`config.mk`:
```
export PLATFORM = sky130hd
export DESIGN_NAME = cvet_front
export DESIGN_NICKNAME = d
export VERILOG_FILES = /design/src/hdl/cvet_pkg.sv /design/src/hdl/cvet_front.sv
export SDC_FILE = /design/constraint.sdc
export NUM_CORES = 2
export LEC_CHECK = 0
export BUFFER_PORTS_ARGS = -buffer_cell sky130_fd_sc_hd__buf_2
export CAP_MARGIN = 0
export CORE_AREA = 2 2 420 463
export DETAILED_ROUTE_END_ITERATION = 12
export DIE_AREA = 0 0 422 465
export HOLD_SLACK_MARGIN = 0.12
export PLACE_DENSITY_LB_ADDON = 0.25
export SLEW_MARGIN = 40
export SYNTH_ARGS = -nofsm -noshare
export SYNTH_HDL_FRONTEND = slang
export SYNTH_SLANG_ARGS = --single-unit
```
`constraint.sdc`:
```
create_clock -name clk -period 20.1 [get_ports clk]
set_input_delay 1.005 -clock clk [delete_from_list [all_inputs] [get_ports clk]]
set_output_delay 1.005 -clock clk [all_outputs]
set_load 0.02 [all_outputs]
```
`src/hdl/cvet_pkg.sv`:
```
`timescale 1ns / 1ps
// shared types, constants, sine table and fixed-point helpers for the cube vertex transform
package cvet_pkg;

	// wide coordinate carried through the rotation chain, Q4.12 with headroom
	localparam int CoordW   = 19;
	// sine and cosine, signed Q1.14
	localparam int TrigW    = 16;
	localparam int TrigFrac = 14;
	localparam int ProdW    = CoordW + TrigW;

	// angle reduction: biased sum, reciprocal multiply, remainder in 0..359
	localparam int AngW       = 9;
	localparam int BiasW      = 18;
	localparam int RecipShift = 26;
	localparam logic [BiasW-1:0] AngleBias = 18'd65880;   // 183 full turns
	localparam logic [BiasW-1:0] RecipMul  = 18'd186414;  // ceil(2^26 / 360)
	localparam logic [BiasW-1:0] FullTurnB = 18'd360;

	localparam logic [AngW-1:0] QuarterTurn = 9'd90;
	localparam logic [AngW-1:0] HalfTurn    = 9'd180;
	localparam logic [AngW-1:0] ThreeQuart  = 9'd270;
	localparam logic [AngW-1:0] FullTurn    = 9'd360;

	localparam int QueueDepth = 2;

	typedef logic signed [15:0]      word_t;
	typedef logic signed [CoordW-1:0] coord_t;
	typedef logic signed [TrigW-1:0]  trig_t;
	typedef logic signed [ProdW-1:0]  prod_t;
	typedef logic signed [ProdW:0]    acc_t;

	typedef enum logic [2:0] {
		RegOffsetX    = 3'd0,
		RegOffsetY    = 3'd1,
		RegOffsetZ    = 3'd2,
		RegExtraTurnY = 3'd3,
		RegExtraTurnX = 3'd4
	} cfg_reg_t;

	typedef struct packed {
		word_t shift_x;
		word_t shift_y;
		word_t shift_z;
		word_t size_factor;
	} geom_t;

	typedef struct packed {
		trig_t sin_x;
		trig_t cos_x;
		trig_t sin_y;
		trig_t cos_y;
		trig_t sin_z;
		trig_t cos_z;
	} trig_set_t;

	typedef struct packed {
		geom_t     geom;
		trig_set_t trig;
	} job_t;

	typedef struct packed {
		logic valid;
		job_t job;
	} job_beat_t;

	localparam acc_t RoundHalf = {{(ProdW - TrigFrac + 1){1'b0}}, 1'b1, {(TrigFrac - 1){1'b0}}};

	// round(16384 * sin(d)) for d = 0..90 degrees
	localparam logic [14:0] SinQ14 [91] = '{
		15'd0,     15'd286,   15'd572,   15'd857,   15'd1143,  15'd1428,  15'd1713,
		15'd1997,  15'd2280,  15'd2563,  15'd2845,  15'd3126,  15'd3406,  15'd3686,
		15'd3964,  15'd4240,  15'd4516,  15'd4790,  15'd5063,  15'd5334,  15'd5604,
		15'd5872,  15'd6138,  15'd6402,  15'd6664,  15'd6924,  15'd7182,  15'd7438,
		15'd7692,  15'd7943,  15'd8192,  15'd8438,  15'd8682,  15'd8923,  15'd9162,
		15'd9397,  15'd9630,  15'd9860,  15'd10087, 15'd10311, 15'd10531, 15'd10749,
		15'd10963, 15'd11174, 15'd11381, 15'd11585, 15'd11786, 15'd11982, 15'd12176,
		15'd12365, 15'd12551, 15'd12733, 15'd12911, 15'd13085, 15'd13255, 15'd13421,
		15'd13583, 15'd13741, 15'd13894, 15'd14044, 15'd14189, 15'd14330, 15'd14466,
		15'd14598, 15'd14726, 15'd14849, 15'd14968, 15'd15082, 15'd15191, 15'd15296,
		15'd15396, 15'd15491, 15'd15582, 15'd15668, 15'd15749, 15'd15826, 15'd15897,
		15'd15964, 15'd16026, 15'd16083, 15'd16135, 15'd16182, 15'd16225, 15'd16262,
		15'd16294, 15'd16322, 15'd16344, 15'd16362, 15'd16374, 15'd16382, 15'd16384
	};

	// sine of a reduced angle 0..359 by quadrant folding
	function automatic trig_t sin_deg(input logic [AngW-1:0] a);
		logic [AngW-1:0] idx;
		logic            neg;
		logic [14:0]     mag;
		priority if (a <= QuarterTurn) begin
			idx = a;
			neg = 1'b0;
		end else if (a <= HalfTurn) begin
			idx = HalfTurn - a;
			neg = 1'b0;
		end else if (a <= ThreeQuart) begin
			idx = a - HalfTurn;
			neg = 1'b1;
		end else begin
			idx = FullTurn - a;
			neg = 1'b1;
		end
		mag = SinQ14[idx[6:0]];
		return neg ? -trig_t'({1'b0, mag}) : trig_t'({1'b0, mag});
	endfunction

	// cos(a) = sin(a + 90), wrapped back into 0..359
	function automatic trig_t cos_deg(input logic [AngW-1:0] a);
		logic [AngW-1:0] b;
		b = a + QuarterTurn;
		if (b >= FullTurn) begin
			b = b - FullTurn;
		end
		return sin_deg(b);
	endfunction

	// add half an lsb, then floor by 2^14 back to the coordinate format
	function automatic coord_t round_trig(input acc_t v);
		acc_t t;
		t = v + RoundHalf;
		return coord_t'(t[TrigFrac +: CoordW]);
	endfunction

endpackage

```
`src/hdl/cvet_front.sv`:
```
`timescale 1ns / 1ps
// front end: takes requests, reduces the three angles mod 360 and looks up sine and cosine
module cvet_front (
	input  logic                  clk,
	input  logic                  arst_n,
	input  logic                  in_valid,
	output logic                  in_stall,
	input  cvet_pkg::word_t       shift_x,
	input  cvet_pkg::word_t       shift_y,
	input  cvet_pkg::word_t       shift_z,
	input  cvet_pkg::word_t       turn_x,
	input  cvet_pkg::word_t       turn_y,
	input  cvet_pkg::word_t       turn_z,
	input  cvet_pkg::word_t       size_factor,
	input  cvet_pkg::word_t       extra_turn_x,
	input  cvet_pkg::word_t       extra_turn_y,
	input  logic                  queue_full,
	output cvet_pkg::job_beat_t   push
);

	logic en;
	logic v_s1, v_s2, v_s3, v_s4;

	logic [cvet_pkg::BiasW-1:0]   turn_sum [3];
	logic [cvet_pkg::BiasW-1:0]   ang_s1   [3];
	logic [cvet_pkg::BiasW-1:0]   ang_s2   [3];
	logic [2*cvet_pkg::BiasW-1:0] prod     [3];
	logic [cvet_pkg::AngW-1:0]    quo_s2   [3];
	logic [cvet_pkg::BiasW-1:0]   rem_full [3];
	logic [cvet_pkg::AngW-1:0]    rem_s3   [3];

	cvet_pkg::geom_t     geom_s1, geom_s2, geom_s3, geom_s4;
	cvet_pkg::trig_set_t trig_s4;

	// sign-extended sum plus a whole number of turns, always positive
	function automatic logic [cvet_pkg::BiasW-1:0] biased_sum(
		input cvet_pkg::word_t a,
		input cvet_pkg::word_t b
	);
		logic signed [16:0] s;
		s = {a[15], a} + {b[15], b};
		return {s[16], s} + cvet_pkg::AngleBias;
	endfunction

	assign en       = !(v_s4 && queue_full);
	assign in_stall = !en;

	always_comb begin
		turn_sum[0] = biased_sum(turn_x, extra_turn_x);
		turn_sum[1] = biased_sum(turn_y, extra_turn_y);
		turn_sum[2] = biased_sum(turn_z, '0);
		for (int i = 0; i < 3; i++) begin
			prod[i]     = ang_s1[i] * cvet_pkg::RecipMul;
			rem_full[i] = ang_s2[i] - {{(cvet_pkg::BiasW - cvet_pkg::AngW){1'b0}}, quo_s2[i]}
				* cvet_pkg::FullTurnB;
		end
	end

	always_ff @(posedge clk or negedge arst_n) begin
		if (!arst_n) begin
			v_s1 <= 1'b0;
			v_s2 <= 1'b0;
			v_s3 <= 1'b0;
			v_s4 <= 1'b0;
		end else if (en) begin
			v_s1 <= in_valid;
			v_s2 <= v_s1;
			v_s3 <= v_s2;
			v_s4 <= v_s3;
		end
	end

	always_ff @(posedge clk) begin
		if (en) begin
			geom_s1 <= '{shift_x: shift_x, shift_y: shift_y, shift_z: shift_z,
				size_factor: size_factor};
			geom_s2 <= geom_s1;
			geom_s3 <= geom_s2;
			geom_s4 <= geom_s3;
			for (int i = 0; i < 3; i++) begin
				ang_s1[i] <= turn_sum[i];
				ang_s2[i] <= ang_s1[i];
				quo_s2[i] <= prod[i][cvet_pkg::RecipShift +: cvet_pkg::AngW];
				rem_s3[i] <= rem_full[i][cvet_pkg::AngW-1:0];
			end
			trig_s4.sin_x <= cvet_pkg::sin_deg(rem_s3[0]);
			trig_s4.cos_x <= cvet_pkg::cos_deg(rem_s3[0]);
			trig_s4.sin_y <= cvet_pkg::sin_deg(rem_s3[1]);
			trig_s4.cos_y <= cvet_pkg::cos_deg(rem_s3[1]);
			trig_s4.sin_z <= cvet_pkg::sin_deg(rem_s3[2]);
			trig_s4.cos_z <= cvet_pkg::cos_deg(rem_s3[2]);
		end
	end

	assign push.valid    = v_s4 && !queue_full;
	assign push.job.geom = geom_s4;
	assign push.job.trig = trig_s4;

endmodule

```
=== Word-level counts from Yosys, hierarchy flattened ===
Memories as Yosys holds them, arrays and structs flattened.
Index checks and enable logic that the tools add are counted.

* Flip-flop bits (word level): 356
* Memory bits (writable): 162
* Memory bits (read-only): 11520
* Bits of input ports: 148
* Output and inout bits: 162
* Logic and storage cells: 189
* Memories kept: 10

* $add $sub $neg: 38
* $mul: 6
* Magnitude comparators: 27
* Mux-type cells: 67
* Bitwise operators: 6
* Reductions and logical operators: 3

{| class="wikitable"
|+ Memory list
! name !! words !! bits a word !! rd ports !! clocked after Yosys merged registers in !! wr ports !! line !! RTL
|-
| (no name shown) || 128 || 15 || 1 || 0 || 0 || cvet_pkg.sv:104 || <nowiki>mag = SinQ14[idx[6:0]];</nowiki>
|-
| (no name shown) || 128 || 15 || 1 || 0 || 0 || cvet_pkg.sv:104 ||
|-
| (no name shown) || 128 || 15 || 1 || 0 || 0 || cvet_pkg.sv:104 ||
|-
| (no name shown) || 128 || 15 || 1 || 0 || 0 || cvet_pkg.sv:104 ||
|-
| (no name shown) || 128 || 15 || 1 || 0 || 0 || cvet_pkg.sv:104 ||
|-
| (no name shown) || 128 || 15 || 1 || 0 || 0 || cvet_pkg.sv:104 ||
|-
| 4 more memories || n/a || n/a || n/a || n/a || n/a || n/a ||
|}

{| class="wikitable"
|+ Operators with widths
! kind !! count
|-
| two-way mux 15 bit || 18
|-
| two-way mux 7 bit || 24
|-
| multiplier 18 x 17 -> 34 bit, second input constant || 3
|-
| negator 15 -> 16 bit || 6
|-
| adder 18 x 17 -> 18 bit, second input constant || 3
|-
| less-or-equal comparator 9 x 7 -> 1 bit, second input constant || 6
|-
| less-or-equal comparator 9 x 8 -> 1 bit, second input constant || 6
|-
| less-or-equal comparator 9 bit, second input constant || 6
|-
| two-way mux 9 bit || 6
|-
| >= comparator 8 bit, second input constant || 6
|-
| inverter 7 -> 8 bit || 6
|-
| subtractor 6 x 7 -> 7 bit, first input constant || 6
|-
| subtractor 7 x 6 -> 7 bit, second input constant || 6
|-
| subtractor 7 bit, first input constant || 6
|-
| adder 16 x 16 -> 17 bit || 2
|-
| adder 9 x 7 -> 9 bit, second input constant || 3
|-
| >= comparator 9 bit, second input constant || 3
|-
| multiplier 9 x 6 -> 6 bit, second input constant || 3
|-
| subtractor 9 bit || 3
|-
| subtractor 9 bit, second input constant || 3
|-
| two-way mux 1 bit || 19
|-
| logical AND 1 bit || 2
|-
| zero test 1 bit || 1
|}

=== Longest topological paths before layout ===
An unclocked memory read counts as a cell.

* Depth in word-level cells: 16
* Gate-level depth with buffers: 31

=== Worst setup path before layout ===
Ideal clock, no wire load.

* Path kind: in2out
* From: input queue_full
* To: output in_stall
* Arrival time: 12.929 ns
* Required time: 19.095 ns
* Setup slack: 6.166 ns
* Stages: 2
* Cells stage by stage: nand2_1 > inv_1

* Cells in the longest elaborated chain, start to end: 1

{| class="wikitable"
|+ Ends and longest elaborated chain
! element !! line !! RTL
|-
| start, declared || cvet_front.sv:17 || <nowiki>input logic queue_full,</nowiki>
|-
| logical AND 1 bit || cvet_front.sv:45 || <nowiki>assign en = !(v_s4 && queue_full);</nowiki>
|-
| end, declared || cvet_front.sv:7 || <nowiki>output logic in_stall,</nowiki>
|}

Every way passes these cells.

==> flow_summary.yaml <==
run_status:
  status: "finished, final reports clean"
floorplanning:
  num_rows: 169
  dieArea_sq_um: 196000
  ios: 310
  initial_utilization_pct: 24.8
  design.core.area_sq_um: 192000
  die_w_microns: 422
  die_h_microns: 465
sta:
  rsz0062_at_grt: "no"
  fin_worst_skew_ps: 39.5
  timing.fmax_ghz: 0.116
  finalSetupViolations: 0
  tightest_slew_ps: 864
  hold_viol_final: 0
  report.final.slew_viol_count: 0
  fin_crit_ps: 8650
  setup-tns-final_ps: 0
  timing.hold.ws_ps: 410
  period_share_pct: 43.1
  slew_headroom_pct: 42.2
finish:
  multi_input_area_sq_um: 30100
  fin_nets: 6006
  layout-drive-gt1-share_pct: 12.0
  layout.area.seq_sq_um: 14400
  post-route-util_pct: 28.2
  fillers: 20400
  final_cell_area_sq_um: 54100
  area_delta_synth_final_pct: 13.5
setup_path:
  cp_max_fo: 24
  cp.required_ps: 20520
  rr_startpoint: "rem_s3[0][3]"
  cp-start-kind: "register"
  rr_endpoint: "push[76]"
  critical_path_class: "reg2reg"
  r2r_cells: 24
  endpoint_kind: "register"
  cp.arrival_ps: 9080
  r2r_slack_ps: 11450
synthesis:
  ys_seq_elements: 481
  synth-warning-count: 0
  syn_nets: 5843
  synth.most_common_cell: "inv_1"
  synth_common_cells: "inv_1, ha_1, edfxtp_1, nand2_1, nor2_1"
  synthDistinctLibCells: 104
  synth_top_area_cell: "edfxtp_1"
  async_flop_share_pct: 0.832
  synth_edf_count: 477
  yosys-top-cells-area: "edfxtp_1, ha_1, fa_1, inv_1, xnor2_1"
  syn_area_sq_um: 47600
  synth_ff_type: "edfxtp_1"
  syn_area_per_cell_sq_um: 9.74
  synthCells: 4892
  synth_seq_area_share_pct: 30.3
  yosysTopAreaCellShare_pct: 30.1
worst_hold_path:
  hold_class: "reg2reg"
  min_path_cells: 0
  worstHoldEndpoint: "geom_s3[60]"
  hold_start: "geom_s2[60]"
cts:
  clk_latency_ps: 690
  cts_root_buf: "clkbuf_16"
  cts_setup_buffers: 0
  htree_levels: 2
  clock-sinks: 481
  cts_tree: "yes"
  path_clk_slew_ps: 60
  numCtsBuffers: 57
  cts_buffer_depth: 3
routing:
  antenna_left: 0
  remaining_drc_errors: 0
  wl_microns: 138000
  vias: 38017
  drtIter0Drc: 2811
  wl_per_cell_microns: 18.0
  dr.pass1.iters: 6
  vias_per_cell: 4.95
place:
  place_area_sq_um: 51900
  io_buffers: 309
  dp_hpwl_microns: 104000
  gp_congestion: 0.883
grt:
  grt_remaining_overflow: 0
  grt_usage_pct: 13.7
  first_global_vias: 37795
  antenna_found_initial: 9
  grt_max_degree: 82
  grt_pass1_wl_microns: 219000
flow_run:
  maxCapViolations: 0
timing repair:
item	CTS	global route
endpoints found under the hold margin	4	0
gates resized for setup	0	0
hold buffers	1	0
metrics by stage:
step / setup slack, ps / instances
2_1_floorplan: 6170 / 4892
3_3_place_gp: 10870 / 7560
3_5_place_dp: 11420 / 7560
4_1_cts: 11430 / 7669
5_1_grt: 10860 / 7670
6_report: 11450 / 7673
flip-flops by register name, indices dropped and copies added (netlist names):
signal and flops:
push 160, geom_s1 64, geom_s2 64, geom_s3 64, ang_s1 53, ang_s2 27, rem_s3 27, quo_s2 18
v_s1 1, v_s2 1, v_s3 1, v_s4 1
cells by family (layout without fill, tap and decap cells):
kind of cell,after synthesis,after routing,synth area share [%]
AO/OA/AOI/OAI,1323,1323,19.3
AND/OR/NAND/NOR,1106,1106,10.9
buffers and inverters,847,1059,6.90
adder cells (fa/ha/maj),803,803,25.6
flip-flops,481,481,30.3
XOR/XNOR,246,246,4.55
multiplexers,86,86,2.43
other,0,4,0
per-layer routing:
| metal | vias up | GRT usage [%] | wire length (microns) | share of wire, % |
|---|---|---|---|---|
| met5 | - | 0 | 47 | 0.034 |
| met4 | 6 | 3.61 | 2910 | 2.1 |
| li1 | 18159 | - | - | - |
| met1 | 18499 | 18.2 | 61200 | 44 |
| met2 | 1189 | 23.5 | 66800 | 48 |
| met3 | 164 | 1.81 | 6970 | 5.1 |
area by class of cell:
cell class / count / share of cell area (%)
multi-input cells: 3564 / 55.7
inverters: 575 / 3.99
repair buffers: 376 / 3.82
well taps: 2565 / 5.94
flip-flops and latches: 481 / 26.7
diodes: 4 / 0.0185
clock buffers: 65 / 2.71
clock inverters: 43 / 1.13
worst max-delay path, stage by stage, from the launching register on:
cell and delay (ps):
edfxtp_1 700, inv_1 250, ha_1 460, a21oi_1 140
xnor2_1 410, inv_1 150, ha_1 310, inv_1 180
a41oi_1 140, o22ai_1 430, a31o_2 250, o311ai_1 190
o21ai_4 620, a21oi_1 190, mux2i_2 690, inv_1 500
ha_1 480, nand2_1 110, a21oi_1 70, o311a_1 350
a211oi_1 540, nand3_1 260, nor3_1 570, a41oi_1 220
xnor2_1 160
cell usage in the layout, fill, tap and decap left out, types with 113 or more instances in the layout:
cell / instances
xnor2_1: 158
nand3_1: 113
o21ai_0: 243
buf_2: 309
a21oi_1: 267
nand2_1: 334
edfxtp_1: 477
ha_1: 518
nor2_1: 299
inv_1: 568
fa_1: 285
worst max path at each step:
| stage | startpoint | end | slack [ps] |
|---|---|---|---|
| after global placement | rem_s3[0][3] | push[76] | 10870 |
| after CTS | rem_s3[0][3] | push[76] | 11430 |
| after global routing | rem_s3[0][3] | push[76] | 10860 |
| after floorplan | queue_full | in_stall | 6170 |
| final | rem_s3[0][3] | push[76] | 11450 |
| after detailed placement | rem_s3[0][3] | push[76] | 11420 |
Power is not shown: default switching activity piles up to over one toggle a cycle in this logic, so the estimate is an artifact.
