`config.mk`:
```
export PLATFORM = sky130hd
export DESIGN_NAME = cvet_queue
export DESIGN_NICKNAME = d
export VERILOG_FILES = /design/src/hdl/cvet_pkg.sv /design/src/hdl/cvet_queue.sv
export SDC_FILE = /design/constraint.sdc
export NUM_CORES = 1
export LEC_CHECK = 0
export ABC_AREA = 1
export BUFFER_PORTS_ARGS = -buffer_cell sky130_fd_sc_hd__buf_2
export CORE_MARGIN = 5
export CORE_UTILIZATION = 52
export DETAILED_ROUTE_END_ITERATION = 10
export PLACE_DENSITY = 0.83
export SLEW_MARGIN = 30
export SYNTH_ARGS = -nofsm -noshare
export SYNTH_HDL_FRONTEND = slang
export SYNTH_SLANG_ARGS = --single-unit
```
`constraint.sdc`:
```
create_clock -name clk -period 10.15 [get_ports clk]
set_input_delay 0.5075 -clock clk [delete_from_list [all_inputs] [get_ports clk]]
set_output_delay 0.5075 -clock clk [all_outputs]
set_load 0.01 [all_outputs]
```
`src/hdl/cvet_pkg.sv`:
```
`timescale 1ns / 1ps
// shared types, constants, sine table and fixed-point helpers for the cube vertex transform
package cvet_pkg;

	// wide coordinate carried through the rotation chain, Q4.12 with headroom
	localparam int CoordW   = 19;
	// sine and cosine, signed Q1.14
	localparam int TrigW    = 16;
	localparam int TrigFrac = 14;
	localparam int ProdW    = CoordW + TrigW;

	// angle reduction: biased sum, reciprocal multiply, remainder in 0..359
	localparam int AngW       = 9;
	localparam int BiasW      = 18;
	localparam int RecipShift = 26;
	localparam logic [BiasW-1:0] AngleBias = 18'd65880;   // 183 full turns
	localparam logic [BiasW-1:0] RecipMul  = 18'd186414;  // ceil(2^26 / 360)
	localparam logic [BiasW-1:0] FullTurnB = 18'd360;

	localparam logic [AngW-1:0] QuarterTurn = 9'd90;
	localparam logic [AngW-1:0] HalfTurn    = 9'd180;
	localparam logic [AngW-1:0] ThreeQuart  = 9'd270;
	localparam logic [AngW-1:0] FullTurn    = 9'd360;

	localparam int QueueDepth = 2;

	typedef logic signed [15:0]      word_t;
	typedef logic signed [CoordW-1:0] coord_t;
	typedef logic signed [TrigW-1:0]  trig_t;
	typedef logic signed [ProdW-1:0]  prod_t;
	typedef logic signed [ProdW:0]    acc_t;

	typedef enum logic [2:0] {
		RegOffsetX    = 3'd0,
		RegOffsetY    = 3'd1,
		RegOffsetZ    = 3'd2,
		RegExtraTurnY = 3'd3,
		RegExtraTurnX = 3'd4
	} cfg_reg_t;

	typedef struct packed {
		word_t shift_x;
		word_t shift_y;
		word_t shift_z;
		word_t size_factor;
	} geom_t;

	typedef struct packed {
		trig_t sin_x;
		trig_t cos_x;
		trig_t sin_y;
		trig_t cos_y;
		trig_t sin_z;
		trig_t cos_z;
	} trig_set_t;

	typedef struct packed {
		geom_t     geom;
		trig_set_t trig;
	} job_t;

	typedef struct packed {
		logic valid;
		job_t job;
	} job_beat_t;

	localparam acc_t RoundHalf = {{(ProdW - TrigFrac + 1){1'b0}}, 1'b1, {(TrigFrac - 1){1'b0}}};

	// round(16384 * sin(d)) for d = 0..90 degrees
	localparam logic [14:0] SinQ14 [91] = '{
		15'd0,     15'd286,   15'd572,   15'd857,   15'd1143,  15'd1428,  15'd1713,
		15'd1997,  15'd2280,  15'd2563,  15'd2845,  15'd3126,  15'd3406,  15'd3686,
		15'd3964,  15'd4240,  15'd4516,  15'd4790,  15'd5063,  15'd5334,  15'd5604,
		15'd5872,  15'd6138,  15'd6402,  15'd6664,  15'd6924,  15'd7182,  15'd7438,
		15'd7692,  15'd7943,  15'd8192,  15'd8438,  15'd8682,  15'd8923,  15'd9162,
		15'd9397,  15'd9630,  15'd9860,  15'd10087, 15'd10311, 15'd10531, 15'd10749,
		15'd10963, 15'd11174, 15'd11381, 15'd11585, 15'd11786, 15'd11982, 15'd12176,
		15'd12365, 15'd12551, 15'd12733, 15'd12911, 15'd13085, 15'd13255, 15'd13421,
		15'd13583, 15'd13741, 15'd13894, 15'd14044, 15'd14189, 15'd14330, 15'd14466,
		15'd14598, 15'd14726, 15'd14849, 15'd14968, 15'd15082, 15'd15191, 15'd15296,
		15'd15396, 15'd15491, 15'd15582, 15'd15668, 15'd15749, 15'd15826, 15'd15897,
		15'd15964, 15'd16026, 15'd16083, 15'd16135, 15'd16182, 15'd16225, 15'd16262,
		15'd16294, 15'd16322, 15'd16344, 15'd16362, 15'd16374, 15'd16382, 15'd16384
	};

	// sine of a reduced angle 0..359 by quadrant folding
	function automatic trig_t sin_deg(input logic [AngW-1:0] a);
		logic [AngW-1:0] idx;
		logic            neg;
		logic [14:0]     mag;
		priority if (a <= QuarterTurn) begin
			idx = a;
			neg = 1'b0;
		end else if (a <= HalfTurn) begin
			idx = HalfTurn - a;
			neg = 1'b0;
		end else if (a <= ThreeQuart) begin
			idx = a - HalfTurn;
			neg = 1'b1;
		end else begin
			idx = FullTurn - a;
			neg = 1'b1;
		end
		mag = SinQ14[idx[6:0]];
		return neg ? -trig_t'({1'b0, mag}) : trig_t'({1'b0, mag});
	endfunction

	// cos(a) = sin(a + 90), wrapped back into 0..359
	function automatic trig_t cos_deg(input logic [AngW-1:0] a);
		logic [AngW-1:0] b;
		b = a + QuarterTurn;
		if (b >= FullTurn) begin
			b = b - FullTurn;
		end
		return sin_deg(b);
	endfunction

	// add half an lsb, then floor by 2^14 back to the coordinate format
	function automatic coord_t round_trig(input acc_t v);
		acc_t t;
		t = v + RoundHalf;
		return coord_t'(t[TrigFrac +: CoordW]);
	endfunction

endpackage

```
`src/hdl/cvet_queue.sv`:
```
`timescale 1ns / 1ps
// short job queue between the front end and the corner engine
module cvet_queue (
	input  logic                clk,
	input  logic                arst_n,
	input  cvet_pkg::job_beat_t push,
	output logic                full,
	output cvet_pkg::job_beat_t head,
	input  logic                pop
);

	localparam int PtrW = (cvet_pkg::QueueDepth > 1) ? $clog2(cvet_pkg::QueueDepth) : 1;
	localparam int CntW = $clog2(cvet_pkg::QueueDepth + 1);

	cvet_pkg::job_t   mem_q [cvet_pkg::QueueDepth];
	logic [PtrW-1:0]  wr_ptr_q, rd_ptr_q;
	logic [CntW-1:0]  count_q;
	logic             do_pop;

	assign full       = (count_q == CntW'(cvet_pkg::QueueDepth));
	assign head.valid = (count_q != '0);
	assign head.job   = mem_q[rd_ptr_q];
	assign do_pop     = pop && head.valid;

	function automatic logic [PtrW-1:0] next_ptr(input logic [PtrW-1:0] p);
		return (p == PtrW'(cvet_pkg::QueueDepth - 1)) ? '0 : p + 1'b1;
	endfunction

	always_ff @(posedge clk or negedge arst_n) begin
		if (!arst_n) begin
			wr_ptr_q <= '0;
			rd_ptr_q <= '0;
			count_q  <= '0;
		end else begin
			if (push.valid) begin
				wr_ptr_q <= next_ptr(wr_ptr_q);
			end
			if (do_pop) begin
				rd_ptr_q <= next_ptr(rd_ptr_q);
			end
			unique case ({push.valid, do_pop})
				2'b10:   count_q <= count_q + 1'b1;
				2'b01:   count_q <= count_q - 1'b1;
				default: count_q <= count_q;
			endcase
		end
	end

	always_ff @(posedge clk) begin
		if (push.valid) begin
			mem_q[wr_ptr_q] <= push.job;
		end
	end

endmodule

```
=== Word-level counts from Yosys, hierarchy flattened ===
Memories as Yosys holds them, arrays and structs flattened.
Index checks and enable logic that the tools add are counted.
W data, S select, Z words.

* Register bits after elaboration: 4
* RAM bits: 320
* Bits of input ports: 164
* Output and inout port bits: 162
* Logic and storage cells: 19
* Memories kept: 1

* $add $sub $neg: 4
* Equal/unequal tests: 3
* Multiplexer cells: 5
* Reduce and logical (&&, ||, !) cells: 3

{| class="wikitable"
|+ Memory list
! name !! depth !! width !! rd ports !! clocked after memory_dff !! wr ports !! line !! source
|-
| mem_q || 2 || 160 || 1 || 0 || 1 || cvet_queue.sv:15 || <nowiki>cvet_pkg::job_t mem_q [cvet_pkg::QueueDepth];</nowiki>
|}

{| class="wikitable"
|+ Operators with widths
! kind !! number
|-
| $eq A2 B2 Y1 const B || 2
|-
| $mux W1 || 4
|-
| $pmux W2 S2 || 1
|-
| $reduce_bool A2 Y1 || 2
|-
| $add A1 B1 Y1 const B || 2
|-
| $add A2 B1 Y2 const B || 1
|-
| $eq A2 B1 Y1 const B || 1
|-
| $sub A2 B1 Y2 const B || 1
|-
| $logic_and A1 B1 Y1 || 1
|}

=== Depth between registers and ports, before layout ===
Gate-level depths: netlist of run 1.

* Depth in word-level cells: 4
* Depth in mapped cells: 10
* Gate-level depth less buffers: 10

=== Least setup slack after synthesis of run 1 ===
OpenSTA, ideal clock, no wires.

* Path type: input -> register
* Start point: input push[160] in the netlist's numbering
* End point: memory mem_q[0][0] in the netlist's numbering, enable pin
* Library setup time: 0.686 ns
* Arrival: 7.265 ns
* Data required time: 9.464 ns
* Path slack: 2.199 ns
* Stages: 2
* Buffers on the path: 0
* Path through: inv_1 nor2_1

* Word-level cells in the longest chain between the ends: 2

{| class="wikitable"
|+ RTL lines
! element !! line !! source
|-
| start, declared || cvet_queue.sv:6 || <nowiki>input cvet_pkg::job_beat_t push,</nowiki>
|-
| $mux W1 || cvet_queue.sv:50 || <nowiki>if (push.valid) begin</nowiki>
|-
| $mux W1 (not written as such) || cvet_queue.sv:51 || <nowiki>mem_q[wr_ptr_q] <= push.job;</nowiki>
|-
| end, declared || cvet_queue.sv:15 ||
|}

Every way passes these cells.

==> results of run 1 <==
[worst register-to-register path, cell delays in order (launching register included)]
cell	delay, ps
dfrtp_1	420
nand2_1	140
inv_6	530
buf_6	780
[worst min path at each step]
stage                          from            end  slack (ps)  cells after the start
final                     push[114]  mem_q[1][114]         140                      1
after global routing      push[152]  mem_q[1][152]         110                      1
after CTS                 push[114]  mem_q[1][114]         120                      1
after detailed placement     arst_n       rd_ptr_q         330                      1
after global placement       arst_n       rd_ptr_q         320                      1
after floorplan              arst_n     count_q[0]         210                      0
[state kept, by name, summed over array words and instances (netlist names)]
register  cells
rd_ptr_q      1
count_q       2
mem_q       320
wr_ptr_q      1
[area by class of cell]
cell class                 instances  area (µm²)  area share
antenna                            2        5.00    0.000341
clock buffer                      41         843      0.0575
clock inverter                    17         103     0.00699
inverter                           8        37.5     0.00256
multi-input combinational        497        1900       0.129
sequential                       324        9710       0.662
tap                              285         357      0.0243
timing repair buffer             333        1710       0.117
[logic make-up after synthesis]
logic type | Yosys count
buf+inv | 43
flops | 324
xor+xnor | 2
simple gates | 494
fa+ha+maj | 1
[power by group]
group	total [mW]	internal (mW)	leakage, nW	switching, mW
clock network	1.04	0.585	0.459	0.454
logic	1.27	0.404	2.85	0.864
registers	1.85	1.78	3.05	0.0780
[through the flow]
stage	worst slack, ps	cell area (µm²)	utilization	hold WS [ps]	power, mW
after floorplan	2200	11900	-	212	2.69
after global placement	7050	13700	0.606	323	3.13
after detailed placement	7310	13700	0.606	327	3.16
after CTS	6730	14600	0.649	118	4.21
after global routing	6570	14700	0.650	113	4.42
final	6770	14700	0.650	145	4.16
[repair_timing]
action                                 in CTS  in global routing
hold buffers                                1                  0
endpoints found under the hold margin       4                  0
gates resized for setup                     0                  0
[per-layer routing]
metal  up-vias  wire length [µm]
li1       3592                 -
met1      3477              9360
met2       314             13000
met3        48              2480
met4         2               670
met5         -                13
[cell usage in the layout, fill, tap and decap left out, types with 3 or more instances in the layout]
cell type,n
dfrtp_1,3
edfxtp_1,320
buf_4,3
clkbuf_8,3
nand2_1,489
inv_1,6
clkbuf_1,7
buf_2,325
clkinv_1,4
clkinv_2,6
buf_6,3
clkbuf_16,31
clkinv_4,3
clkinvlp_4,3
==> flow_summary_export.csv, run 1 <==
group,metric,value,unit
drt,viasPerCell,4.93,
worst_setup_path,cp_cell_sequence,"inv_4 > buf_6 > nand2_1 > nand2_1 > buf_2",
worst_setup_path,startpoint,"rd_ptr_q",
cells_and_area,fillers,1656,
worst_setup_path,r2r_start,"wr_ptr_q",
cts,cts_tree,"yes",
synth,yosysWarnings,0,
floorplanning,die_w,161,µm
cts,cts_sinks,324,
cts,post_cts.repair.setup_buffers,0,
cts,cts_buffers,31,
drt,finalWirelength,25.5,mm
power_and_ir_drop,leakagePower,6.36,nW
global_routing,gr-total-overflow,0,
synth,synth_mux_area_frac,0,
timing,hold_violations,0,
global_routing,grt_pass1_vias,7452,
timing,grt_setup_unrepaired,"no",
timing,relSlewSlack,0.445,
global_routing,busiest_layer,"met2",
cts,h-tree-depth,1,
cts,path_clk_slew,60,ps
synth,async_flop_share,0.0123,
flow_run,drv_cap,0,
worst_setup_path,worstSetupEndpointType,"primary output",
synth,syn_inst,864,
placement,dpl.hpwl,16.8,mm
synth,synth_top_area_frac,0.809,
drt,drtIter0Drc,500,
floorplanning,io_pins,326,
floorplanning,start_util,0.526,
worst_setup_path,path_common_cell,"nand2_1",
worst_setup_path,worst-path-buf-inv,3,
placement,portBuffers,325,
synth,yosys-top-cells-area,"edfxtp_1 (81%), nand2_1 (15%), buf_6 (0.95%)",
global_routing,met1_usage,0.222,
placement,place_inst,1445,
timing,final_max_slew_viol_count,0,
global_routing,grt_pass1_wl,38.7,mm
synth,syn_avg_cell_area,13.7,µm²
synth,ys.flop_type,"edfxtp_1",
cts,cts_root_buf,"clkbuf_16",
timing,tns,0,ps
worst_setup_path,arrival,2880,ps
power_and_ir_drop,ir_drop,0.268,mV
synth,yosysUniqueCellTypes,14,
power_and_ir_drop,power_density,284,nW/µm²
worst_setup_path,cp_slowest_cell,"dfrtp_4",
worst_setup_path,start_kind,"flop",
drt,firstDrtPassIters,4,
cells_and_area,syn_to_final_growth,23.5,%
floorplanning,die_h,161,µm
cells_and_area,drive_gt1_frac,0.314,
synth,yosysMostFrequentCell,"nand2_1",
synth,synth_edf_count,320,
drt,postRouteAntennaNets,0,
synth,syn_area,11900,µm²
worst_setup_path,cp.depth,5,
synth,synth-xor-area-share,0.00147,
worst_setup_path,max_stage_delay,630,ps
synth,synthSimpleGateAreaFrac,0.157,
status,status,"finished, final reports clean",
worst_setup_path,regToRegSetupSlack,7820,ps
global_routing,grtUsageTotal,0.187,
timing,fmax,295,MHz
timing,worst_pin_slew,833,ps
cells_and_area,final_cells,1507,
drt,wl_per_cell,16.9,µm
timing,final-setup-viol-count,0,
worst_setup_path,reg2reg_to,"mem_q[1][91]",
global_routing,grt_max_degree,99,
synth,synth_area_leader_cell,"edfxtp_1",
synth,yosysSeqAreaShare,0.818,
global_routing,grtUsageMet2,0.328,
cells_and_area,nets,1360,
drt,vias,7433,
worst_setup_path,crit_fanout,98,
timing,fin_crit_sh,0.333,
global_routing,antenna_found_initial,3,
worst_setup_path,worstRegToRegCells,3,
timing,skew,27.1,ps
cts,cts_buffer_depth,3,
synth,synth_top_family_by_area,"simple AND/OR/NAND/NOR gates",
floorplanning,dieArea,26000,µm²
placement,place_congestion,0.785,
floorplanning,core,22600,µm²
worst_setup_path,worstPathRequired,9640,ps
cts,worstSkewPairLatency,550,ps
timing,period_needed,3380,ps
worst_setup_path,cp_top_family,"buffers and inverters",
worst_setup_path,endpoint,"head[52]",
synth,synth_commonest_cells,"nand2_1 (489), edfxtp_1 (320), buf_2 (22)",
synth,ys_ff_latch,324,
synth,synth_compound_area_frac,0,
worst_setup_path,crit_type,"reg -> out",
hold_path,hp-class,"in -> reg",
synth,synth_nets,1029,
drt,drc,0,
global_routing,met3_usage,0.0597,
synth,synthAdderAreaFrac,0.00105,
floorplanning,num_rows,55,
Power figures use the tool's default switching activity.
==> inputs of run 2 (changes only) <==
Clock period 10.15 ns to 3.5 ns, I/O delays scaled along.
==> run 2 against run 1 <==
Clock power rose to 2.9 times the previous value. Wire length up 24%. Critical path depth unchanged. Count of clock-buffer cells in the layout down 1. Hold slack better by 210 ps. Sequential power rose to 2.9 times the previous value. Cell area up 11%. Combinational power rose to 3.2 times the previous value. Cell count up 11%. Register-to-register slack worse by 6500 ps. Via count up 14%. Clock skew down 13 ps. Critical endpoint is now head[57]. Largest cell class unchanged. Highest routed layer unchanged.
==> flow_summary_export.csv, run 2 (synthesis gave the netlist of run 1 again) <==
group,metric,value,unit
status,status,"finished, final reports clean",
floorplanning,dieArea,26000,µm²
worst_setup_path,worstPathRequired,3320,ps
power_and_ir_drop,combPwrFrac,0.327,
drt,viasPerCell,5.10,
cells_and_area,syn_to_final_growth,37.0,%
timing,fin_crit_sh,0.680,
timing,tns,0,ps
floorplanning,start_util,0.526,
hold_path,hold_depth,2,
cells_and_area,nets,1525,
cts,cts_buffers,31,
cells_and_area,layout_commonest_cell,"nand2_1",
worst_setup_path,worstRegToRegCells,4,
drt,drtIter0Drc,642,
power_and_ir_drop,power_density,766,nW/µm²
cts,path_clk_slew,60,ps
cells_and_area,drive_gt1_frac,0.270,
cells_and_area,fin_util,0.721,
timing,period_needed,2380,ps
floorplanning,num_rows,55,
global_routing,grt_pass1_wl,48.4,mm
timing,relSlewSlack,0.393,
drt,firstDrtPassIters,5,
hold_path,hp-class,"in -> reg",
drt,vias,8508,
worst_setup_path,regToRegSetupSlack,1350,ps
flow_run,drv_cap,0,
timing,hold_violations,0,
power_and_ir_drop,clock_power_share,0.243,
cells_and_area,top_regs,"mem_q (320), count_q (2)",
drt,drc,0,
timing,worst_hold_slack,359,ps
cells_and_area,top_register,"mem_q",
power_and_ir_drop,p_switching,4.32,mW
worst_setup_path,reg2reg_to,"mem_q[1][109]",
global_routing,grt_max_degree,91,
cts,cts_root_buf,"clkbuf_16",
timing,skew,13.6,ps
power_and_ir_drop,leakagePower,7.03,nW
worst_setup_path,start_kind,"flop",
floorplanning,io_pins,326,
hold_path,min_from,"push[78]",
global_routing,grt_pass1_vias,9183,
timing,fmax,420,MHz
timing,worst_pin_slew,911,ps
floorplanning,die_h,161,µm
floorplanning,core,22600,µm²
cts,cts_tree,"yes",
worst_setup_path,crit_fanout,61,
worst_setup_path,worstSetupEndpointType,"primary output",
power_and_ir_drop,switching_share,0.346,
placement,dpl.hpwl,17.3,mm
floorplanning,die_w,161,µm
cts,cts_buffer_depth,3,
timing,final-setup-viol-count,0,
worst_setup_path,arrival,2210,ps
power_and_ir_drop,p_seq_frac,0.430,
power_and_ir_drop,ir_drop,0.567,mV
drt,postRouteAntennaNets,0,
worst_setup_path,r2r_start,"wr_ptr_q",
power_and_ir_drop,p_int,8.16,mW
cts,worstSkewPairLatency,540,ps
placement,place_congestion,0.761,
worst_setup_path,crit_type,"reg -> out",
timing,final_max_slew_viol_count,0,
drt,finalWirelength,31.7,mm
cts,ctsResizeCount,0,
hold_path,min_to,"mem_q[0][78]",
cells_and_area,mostFrequentLayoutCells,"nand2_1 (489), buf_2 (325), edfxtp_1 (320)",
timing,grt_setup_unrepaired,"no",
cts,h-tree-depth,1,
global_routing,antenna_found_initial,4,
global_routing,gr-total-overflow,0,
drt,wl_per_cell,19.0,µm
cts,post_cts.repair.setup_buffers,0,
placement,portBuffers,325,
global_routing,grtUsageTotal,0.235,
cts,cts_sinks,324,
cells_and_area,largest_reg_flops,320,
[run 2: cell types whose count changed in the layout (fill, tap and decap cells not counted), moves of 3 or more]
cell,change
clkbuf_8,-3
dlygate4sd3_1,+163
clkinv_4,-3
clkinv_2,-3
clkinv_1,+5
[run 2: metrics by stage]
step	instances	power (mW)	setup slack [ps]	instance area (µm²)
4_1_cts	1665	12.4	1140	16300
6_report	1668	12.5	1120	16300
3_5_place_dp	1448	9.23	1420	13700
5_1_grt	1668	13.1	984	16300
2_1_floorplan	864	7.71	221	11900
3_3_place_gp	1448	9.09	1490	13700
[run 2: metal layers]
layer	vias up	part of all wire	wire (µm)	global-route usage
met5	-	0.00044	14	0
met1	4027	0.34	10900	0.260
met4	2	0.040	1270	0.0923
li1	3908	-	-	-
met2	483	0.53	16800	0.434
met3	88	0.084	2680	0.0582
[run 2: layout make-up]
class	count	area, µm²
flip-flops and latches	324	9710
fillers	1341	6300
repair buffers	498	3380
multi-input cells	497	1900
clock buffers	40	810
well taps	285	357
clock inverters	13	78.8
inverters	8	36.3
diodes	3	7.51
[run 2: critical path, stage by stage, from the launching register on]
cell	delay (ps)
dfrtp_4	500
inv_4	150
buf_4	560
nand2_1	160
nand2_1	130
buf_2	140
[run 2: how the worst max path moves through the flow]
stage / from / to / slack (ps)
after floorplan: wr_ptr_q / mem_q[1][0] / 220
after global placement: wr_ptr_q / mem_q[1][101] / 1490
after detailed placement: wr_ptr_q / mem_q[1][76] / 1420
after CTS: rd_ptr_q / head[40] / 1140
after global routing: rd_ptr_q / head[42] / 980
final: rd_ptr_q / head[57] / 1120
[run 2: timing repair]
item | in CTS | in global routing
endpoints found under the setup margin | 0 | 0
hold endpoints to repair | 326 | 0
hold buffers | 164 | 0
[run 2: power groups by stage]
| stage | sequential, mW | clock, mW | combinational [mW] |
|---|---|---|---|
| 2_1_floorplan | 5.42 | 0 | 2.29 |
| 3_5_place_dp | 5.42 | 0 | 3.81 |
| 4_1_cts | 5.34 | 3.03 | 3.99 |
| 5_1_grt | 5.41 | 3.24 | 4.44 |
| 6_report | 5.36 | 3.04 | 4.07 |
| 3_3_place_gp | 5.37 | 0 | 3.71 |
==> inputs of run 3 (changes only) <==
Clock period 3.5 ns to 2.45 ns, I/O delays scaled along.
==> run 3 against run 2 <==
Worst setup slack worse by 960 ps. Sequential share of layout area shrank 0.30 points. Utilization is 0.37 points higher. Non-clock buffer count stayed put. Sequential cell count is the same. Critical path depth shrank 1. Clock power increased by 48%. Largest cell class unchanged.
==> flow_summary_export.csv, run 3 (synthesis gave the netlist of run 1 again) <==
group,metric,value,unit
timing,fin_ws,156,ps
timing,fmax,436,MHz
timing,hold_violations,0,
hold_path,hp-class,"in -> reg",
worst_setup_path,reg2reg_to,"mem_q[1][43]",
global_routing,grt_max_degree,162,
cts,post_cts.repair.setup_buffers,0,
worst_setup_path,start_kind,"flop",
timing,fin_crit_sh,0.936,
worst_setup_path,crit_type,"reg -> out",
timing,worst_hold_slack,296,ps
worst_setup_path,regToRegSetupSlack,880,ps
cells_and_area,top_register,"mem_q",
floorplanning,core,22600,µm²
drt,drtIter0Drc,662,
worst_setup_path,cp_slowest_cell,"buf_12",
cts,cts_root_buf,"clkbuf_16",
cells_and_area,top_regs,"mem_q (320), count_q (2)",
timing,final_max_slew_viol_count,0,
flow_run,drv_cap,0,
worst_setup_path,r2r_start,"wr_ptr_q",
global_routing,grt_pass1_wl,49.4,mm
worst_setup_path,arrival,2170,ps
drt,postRouteAntennaNets,0,
cells_and_area,nets,1525,
power_and_ir_drop,finalPower,18.0,mW
cts,worstSkewPairLatency,540,ps
cts,ctsResizeCount,0,
cells_and_area,layout_commonest_cell,"nand2_1",
floorplanning,die_w,161,µm
worst_setup_path,crit_fanout,161,
cts,path_clk_slew,60,ps
placement,portBuffers,325,
cells_and_area,final_area,16400,µm²
hold_path,min_from,"push[145]",
timing,skew,13.3,ps
placement,dpl.hpwl,17.5,mm
worst_setup_path,path_common_cell,"nand2_1",
cells_and_area,mostFrequentLayoutCells,"nand2_1 (488), buf_2 (325), edfxtp_1 (320)",
timing,worst_pin_slew,840,ps
drt,drc,0,
timing,relSlewSlack,0.440,
cts,cts_tree,"yes",
timing,tns,0,ps
worst_setup_path,worst-path-buf-inv,2,
global_routing,antenna_found_initial,1,
placement,place_area,13800,µm²
cells_and_area,largest_reg_flops,320,
cts,cts_buffers,31,
worst_setup_path,cp_top_family,"buffers and inverters",
timing,period_needed,2290,ps
cells_and_area,syn_to_final_growth,37.7,%
status,status,"finished, final reports clean",
timing,final-setup-viol-count,0,
power_and_ir_drop,power_density,1100,nW/µm²
placement,place_congestion,0.914,
floorplanning,io_pins,326,
cells_and_area,drive_gt1_frac,0.273,
drt,firstDrtPassIters,5,
worst_setup_path,max_stage_delay,480,ps
floorplanning,num_rows,55,
floorplanning,die_h,161,µm
power_and_ir_drop,ir_drop,0.738,mV
cells_and_area,final_cells,1671,
placement,place_inst,1448,
timing,grt_setup_unrepaired,"no",
placement,pre_cts_ws,901,ps
worst_setup_path,worstRegToRegCells,3,
floorplanning,dieArea,26000,µm²
worst_setup_path,worstSetupEndpointType,"primary output",
cts,cts_buffer_depth,3,
global_routing,gr-total-overflow,0,
cells_and_area,fin_util,0.725,
worst_setup_path,worstPathRequired,2330,ps
cts,holdBufCountCts,164,
drt,viasPerCell,5.15,
cts,h-tree-depth,1,
floorplanning,start_util,0.526,
drt,finalWirelength,32.2,mm
global_routing,grt_pass1_vias,9039,
global_routing,grtUsageTotal,0.242,
power_and_ir_drop,leakagePower,7.06,nW
worst_setup_path,cp_cell_sequence,"buf_12 > nand2_1 > nand2_1 > buf_2",
cts,cts_sinks,324,
drt,vias,8598,
hold_path,min_to,"mem_q[0][145]",
hold_path,hold_depth,2,
drt,wl_per_cell,19.3,µm
-- run 3: cell types whose count changed in the layout (fill, tap and decap cells not counted) --
cell / delta
nand2_2: +1
buf_4: -1
clkinv_2: +1
clkinv_1: -5
buf_6: -1
clkbuf_1: +4
nand2_1: -1
bufinv_16: +1
buf_12: +2
clkbuf_8: +2
-- run 3: worst reg2reg max path, delay by kind of cell, from the launching register on --
family | cells | cell delay, ps
buffers and inverters | 2 | 650
flip-flops | 1 | 430
AND/OR/NAND/NOR | 1 | 90
-- run 3: how the worst max path moves through the flow --
stage	from	end	slack, ps	depth (start not counted)
after floorplan	wr_ptr_q	mem_q[1][0]	-810	2
after global placement	rd_ptr_q	head[157]	920	5
after detailed placement	rd_ptr_q	head[68]	900	4
after CTS	rd_ptr_q	head[68]	310	4
after global routing	rd_ptr_q	head[144]	150	4
final	rd_ptr_q	head[121]	160	4
-- run 3: where the power goes --
part / internal (mW) / total [mW] / leakage [nW] / switching (mW)
combinational: 1.91 / 5.82 / 3.55 / 3.91
clock: 2.59 / 4.51 / 0.462 / 1.92
sequential: 7.36 / 7.68 / 3.05 / 0.314
total: 11.9 / 18.0 / 7.06 / 6.14
-- run 3: per-layer routing --
metal | up-vias | routed length, µm | global-route usage
met5 | - | 0 | 0
met3 | 108 | 2620 | 0.0503
li1 | 3919 | - | -
met2 | 511 | 17200 | 0.442
met4 | 0 | 1350 | 0.103
met1 | 4060 | 11000 | 0.278
-- run 3: area by class of cell --
class / count / area (µm²)
Clock inverter: 10 / 95.1
Clock buffer: 46 / 852
Tap cell: 285 / 357
Antenna cell: 3 / 7.51
Inverter: 8 / 36.3
Sequential cell: 324 / 9710
Fill cell: 1328 / 6210
Timing Repair Buffer: 498 / 3400
Multi-Input combinational cell: 497 / 1900
